### src/rtl/srdz_isqrt.sv
// Pipelined integer square root, one root bit per stage
module srdz_isqrt #(
  parameter int RW    = 16,
  parameter int TAG_W = 1
) (
  input  logic              clk,
  input  logic              rst,
  input  logic              in_valid,
  input  logic [2*RW-1:0]   in_val,
  input  logic [TAG_W-1:0]  in_tag,
  output logic              out_valid,
  output logic [RW-1:0]     out_root,
  output logic [TAG_W-1:0]  out_tag
);

  localparam int SQ_W  = 2 * RW;
  localparam int RES_W = SQ_W + 1;

  logic             vld [RW];
  logic [SQ_W-1:0]  rem [RW];
  logic [RES_W-1:0] res [RW];
  logic [TAG_W-1:0] tag [RW];

  for (genvar k = 0; k < RW; k++) begin : g_stage
    logic             vld_in;
    logic [SQ_W-1:0]  rem_in;
    logic [RES_W-1:0] res_in;
    logic [TAG_W-1:0] tag_in;
    logic [RES_W-1:0] bit_w;
    logic [RES_W-1:0] trial;

    if (k == 0) begin : g_first
      assign vld_in = in_valid;
      assign rem_in = in_val;
      assign res_in = '0;
      assign tag_in = in_tag;
    end else begin : g_next
      assign vld_in = vld[k-1];
      assign rem_in = rem[k-1];
      assign res_in = res[k-1];
      assign tag_in = tag[k-1];
    end

    assign bit_w = RES_W'(1) << (2 * (RW - 1 - k));
    assign trial = res_in + bit_w;

    // take one root bit where the trial fits
    always_ff @(posedge clk) begin
      if (rst) begin
        vld[k] <= 1'b0;
      end else begin
        vld[k] <= vld_in;
      end
      tag[k] <= tag_in;
      if ({1'b0, rem_in} >= trial) begin
        rem[k] <= rem_in - trial[SQ_W-1:0];
        res[k] <= (res_in >> 1) + bit_w;
      end else begin
        rem[k] <= rem_in;
        res[k] <= res_in >> 1;
      end
    end
  end

  assign out_valid = vld[RW-1];
  assign out_root  = res[RW-1][RW-1:0];
  assign out_tag   = tag[RW-1];

endmodule

### config.mk
export PLATFORM = sky130hd
export DESIGN_NAME = srdz_isqrt
export DESIGN_NICKNAME = d
export VERILOG_FILES = /design/src/rtl/srdz_isqrt.sv
export SDC_FILE = /design/constraint.sdc
export NUM_CORES = 1
export LEC_CHECK = 0
export ABC_CLOCK_PERIOD_IN_PS = 3140
export BUFFER_PORTS_ARGS = -buffer_cell sky130_fd_sc_hd__buf_4
export CAP_MARGIN = 20
export CELL_PAD_IN_SITES_DETAIL_PLACEMENT = 1
export CELL_PAD_IN_SITES_GLOBAL_PLACEMENT = 2
export CORE_MARGIN = 10
export CORE_UTILIZATION = 41
export DETAILED_ROUTE_END_ITERATION = 7
export PLACE_DENSITY_LB_ADDON = 0.1
export SLEW_MARGIN = 40
export SYNTH_ARGS = -nofsm -noshare
export SYNTH_HDL_FRONTEND = slang
export SYNTH_SLANG_ARGS = --single-unit
### constraint.sdc
create_clock -name clk -period 3.14 [get_ports clk]
set_clock_uncertainty 0.15 [all_clocks]
set_input_delay 0.157 -clock clk [delete_from_list [all_inputs] [get_ports clk]]
set_output_delay 0.157 -clock clk [all_outputs]
set_load 0.03 [all_outputs]
# Yosys cells after proc, flatten, opt, wreduce, memory -nomap -nowiden
# Memories as Yosys holds them, arrays and structs flattened.
# Cells that the tools add are included.
# totals
in_bits,36
ff_bits,0
wordCells,213
ram_bits,1072
mem_bits_ro,0
mem_count,4
latchBits,0
# mem_list
memory,words,word_bits,rd,rd_clocked_by_memory_dff,wr,line,text
res,16,33,16,0,16,21,logic [RES_W-1:0] res [RW];
rem,16,32,15,0,16,20,logic [SQ_W-1:0] rem [RW];
tag,16,1,16,0,16,22,logic [TAG_W-1:0] tag [RW];
vld,16,1,16,0,16,19,logic vld [RW];
# op_classes
add_sub_neg,46
reduce_logical,0
eq_ne,0
shift,0
n_div,0
magnitude_cmp,16
n_bitwise,48
mul,0
muxes,99
# ops
operator,n
$mux 33,16
$mux 32,16
$ge 32x33->1,15
$sub 32x32->32,15
$mux 1,67
$or 1x1->1,48
$add 32x1->33 const B,1
$add 32x11->33 const B,1
$add 32x13->33 const B,1
$add 32x15->33 const B,1
$add 32x17->33 const B,1
$add 32x19->33 const B,1
$add 32x21->33 const B,1
$add 32x23->33 const B,1
$add 32x25->33 const B,1
$add 32x27->33 const B,1
$add 32x29->33 const B,1
$add 32x3->33 const B,1
$add 32x5->33 const B,1
$add 32x7->33 const B,1
$add 32x9->33 const B,1
$add 33x1->33 const B,1
$add 33x11->33 const B,1
$add 33x13->33 const B,1
14 further kinds,14

# Depth between registers and ports, before layout
# An unclocked memory read counts as a cell.
# depth
depth_word,6
mapped_depth,12

# Worst setup path after synthesis
# OpenSTA, ideal clock, no wires.
# synth_path
kind,register -> register
start,memory res[1][176] in the netlist's numbering
end,memory rem[1][214] in the netlist's numbering
arrival_ps,2520
t_required_ps,2872
path_stages_with_launch,10
synth_period_minus_slack_ps,2788
slack_ps,352
path_buffers,0
path_cell_list,dfxtp_1 inv_1 ha_1 and3_1 nand3_1 or4b_1 o31a_1 a21boi_4 or4_1 xnor2_1
# synth_rtl
element,line
"start, declared",21
"end, declared",20

==> run metrics <==
setup slack on the worst flop-to-flop path=0.18 ns; status=finished, final reports clean; Die ar.=0.0676 mm²; vias per cell=5.03; largest fanout on the critical path=8; CP Data Required Time=3.54 ns; Area contributors post-synth=dfxtp_1 55%, ha_1 7.9%, xor2_1 3.8%; Area Growth Syn to Fin=18.9%; sequential share of power=0.415; crit path to=rem[1][152]; Post-synth ARST share=0; worst reg2reg path endpoint=rem[1][152]; Worst-path clk slew=0.06 ns; most common library cells after synthesis=648 x dfxtp_1, 182 x inv_1, 150 x ha_1, 141 x nand2_1, 127 x nor2_1; # IOs=54; WS Path Type=reg2reg; measured slew at the worst slew-check pin=0.834 ns; Post-Syn Instances=2296; sw frac=0.330; min-delay worst type=in2reg; PwrDens=1010 mW/mm²; total number of H-tree levels=3; Avg WL per Cell=17.7 µm; Synth Warn #=0; crit path DAT=3.36 ns; Post-Synth Adder-Cell Area=0.0794; share of cells above drive strength 1=0.0985; Buf+Inv Stages, Crit Path=2; f_max=338 MHz; Final GP Congestion=0.866; input/output buffers=53; P_int=19000 µW; most common cell in the netlist=dfxtp_1; max incr delay on CP=0.41 ns; Slew Limit Fails=0; Lkg Pwr=0.0128 µW; grt total ovfl=0; vias=16500; cell family with most CP delay=simple AND/OR/NAND/NOR gates; width of the chip=260 µm; Total Routing Usage GR=0.172; share of the synthesized area in the top cell type=0.549; Mapped Avg Cell Area=10.3 µm²; Final ANT Viol Nets=0; Relative slew margins=0.430; routed wire length=57900 µm; slowest CP cell=o311a_1; Setup TNS=0 ns; largest net degree at the start of global routing=30; Yosys cell types=71; dominant synthesized flop cell=dfxtp_1; Root Buffer=clkbuf_16; Max IR drop VDD=0.000550 V; worst reg2reg path depth=10; critical path depth in cells=10; sequential area share after synthesis=0.549; Finished Layout Cells=3274; post-route DRC violation count=0; compound-cell area share of the yosys netlist=0.108; Post-synth EDFFs=0; Final setup viols=0; Inst Count DP=3100; Cell Chain, Critical Path=inv_1 -> ha_1 -> nand4_1 -> a21oi_1 -> or3_1 -> o211ai_1 -> o311a_1 -> buf_4 -> nor4_1 -> xor2_1; 1st-iter DRT viols=708; Synth area leader=dfxtp_1; Pre-antenna DRT Iters=5; vias in the first global route=17600; core area=0.0567 mm²; CTS tree=built; max cap viols=0; clock sinks=648; largest family of logic cells by synthesized area=simple AND/OR/NAND/NOR gates; syn_nets=2482; Starting Density=0.417; hold slack=0.0382 ns; Syn Std Cell Area=0.0236 mm²; multiplexer share of the synthesized area=0.0110; startpoint types=register; clk buf depth=3; DP HPWL=44600 µm; initial antenna violation count=1; Yosys reg bits=648; Final Cycle Share=0.943; CTS Buf Count=71; Rows=87; worst-skew pair later-pin latency=0.62 ns; fin crit period=2.96 ns; final hold vios=0; Reg-to-Reg Start=res[1][110]; Critical Path Source=res[1][110]; simple-gate portion of the synthesized area=0.148; Post-layout nets=2644; # fillers=6158; Die Ht=260 µm; Critical Path Sink Type=register; global-route wire length before repair=93300 µm; Clock Power Share=0.310; xor and xnor area share after synthesis=0.0690; NetSw=9350 µW; Gate power share=0.274
-- metrics by stage --
stage / instance area, µm² / setup slack (ns) / total power (µW) / utilization
CTS: 28000 / 0.0914 / 28700 / 0.494
global route: 28100 / -0.00486 / 30200 / 0.495
floorplan: 23600 / 0.352 / 17100 / -
global placement: 25100 / 0.152 / 19500 / 0.442
finish: 28100 / 0.180 / 28400 / 0.495
detailed placement: 25100 / 0.111 / 19700 / 0.442
-- metal layers --
metal  up-vias  wire length, µm  track usage  part of all wire
li1       8310                -            -                 -
met1      7896            25000        0.199              0.43
met2       184            29800        0.313              0.51
met3        91             1690       0.0306             0.029
met4         0             1440       0.0547             0.025
met5         -                0            0                 0
-- repair_timing --
action | 4_1_cts | 5_1_grt
hold endpoints to repair | 50 | 0
gates resized for setup | 0 | 12
hold buffers | 37 | 0
endpoints found under the setup margin | 0 | 37
setup buffers | 0 | 4
-- power groups by stage --
stage	registers (µW)	clock network [µW]	logic [µW]
floorplan	11300	0	5820
global placement	12000	0	7580
detailed placement	12000	0	7740
CTS	11800	9010	7840
global route	12000	9420	8790
finish	11800	8810	7780
-- registers in the layout, indices dropped and copies added (netlist names) --
| name | count |
|---|---|
| tag | 16 |
| res | 136 |
| rem | 480 |
| vld | 16 |
-- cells by family (layout without fill, tap and decap cells) --
kind of cell | count (synthesis) | in the layout
AOI/OAI and AO/OA | 403 | 403
xor gates and xnor gates | 186 | 186
adders and majority gates | 150 | 150
buffers and inverters | 221 | 442
DFF | 648 | 648
muxes | 24 | 24
other | 0 | 1
and+or+nand+nor | 664 | 664
-- placed cells by master (no fill, tap or decap), types with 21 or more instances in the layout --
master / n
xor2_1: 102
nand2_1: 141
buf_4: 88
inv_1: 182
nand3_1: 33
o21a_1: 28
nor2_1: 127
o31ai_1: 21
a21o_1: 32
clkbuf_16: 72
nor4_1: 73
o21ai_0: 104
xnor2_1: 83
or3_1: 42
nor3_1: 74
ha_1: 150
nand2b_1: 26
dfxtp_1: 648
dlygate4sd3_1: 37
nor2b_1: 35
a21oi_1: 114
nand4_1: 24
-- how the worst min path moves through the flow --
| stage | startpoint | end | depth (start not counted) | slack (ns) |
|---|---|---|---|---|
| after CTS | in_val[29] | rem[0][29] | 2 | 0.005 |
| after floorplan | in_val[0] | rem[0][0] | 0 | 0.03 |
| after detailed placement | in_tag | tag[0][0] | 1 | 0.12 |
| final | in_val[28] | rem[0][28] | 2 | 0.04 |
| after global routing | in_val[27] | rem[0][27] | 2 | 0.01 |
| after global placement | in_tag | tag[0][0] | 1 | 0.11 |
-- final cells by class --
cell class / count / area [µm²] / area share
Inverter: 183 / 687 / 0.0245
Timing Repair Buffer: 127 / 1060 / 0.0378
Sequential cell: 648 / 13000 / 0.462
Clock inverter: 44 / 607 / 0.0216
Multi-Input combinational cell: 1427 / 9880 / 0.352
Tap cell: 756 / 946 / 0.0337
Antenna cell: 1 / 2.50 / 0.0000891
Clock buffer: 88 / 1930 / 0.0688
Note: power is estimated with default switching activity, not from simulation.
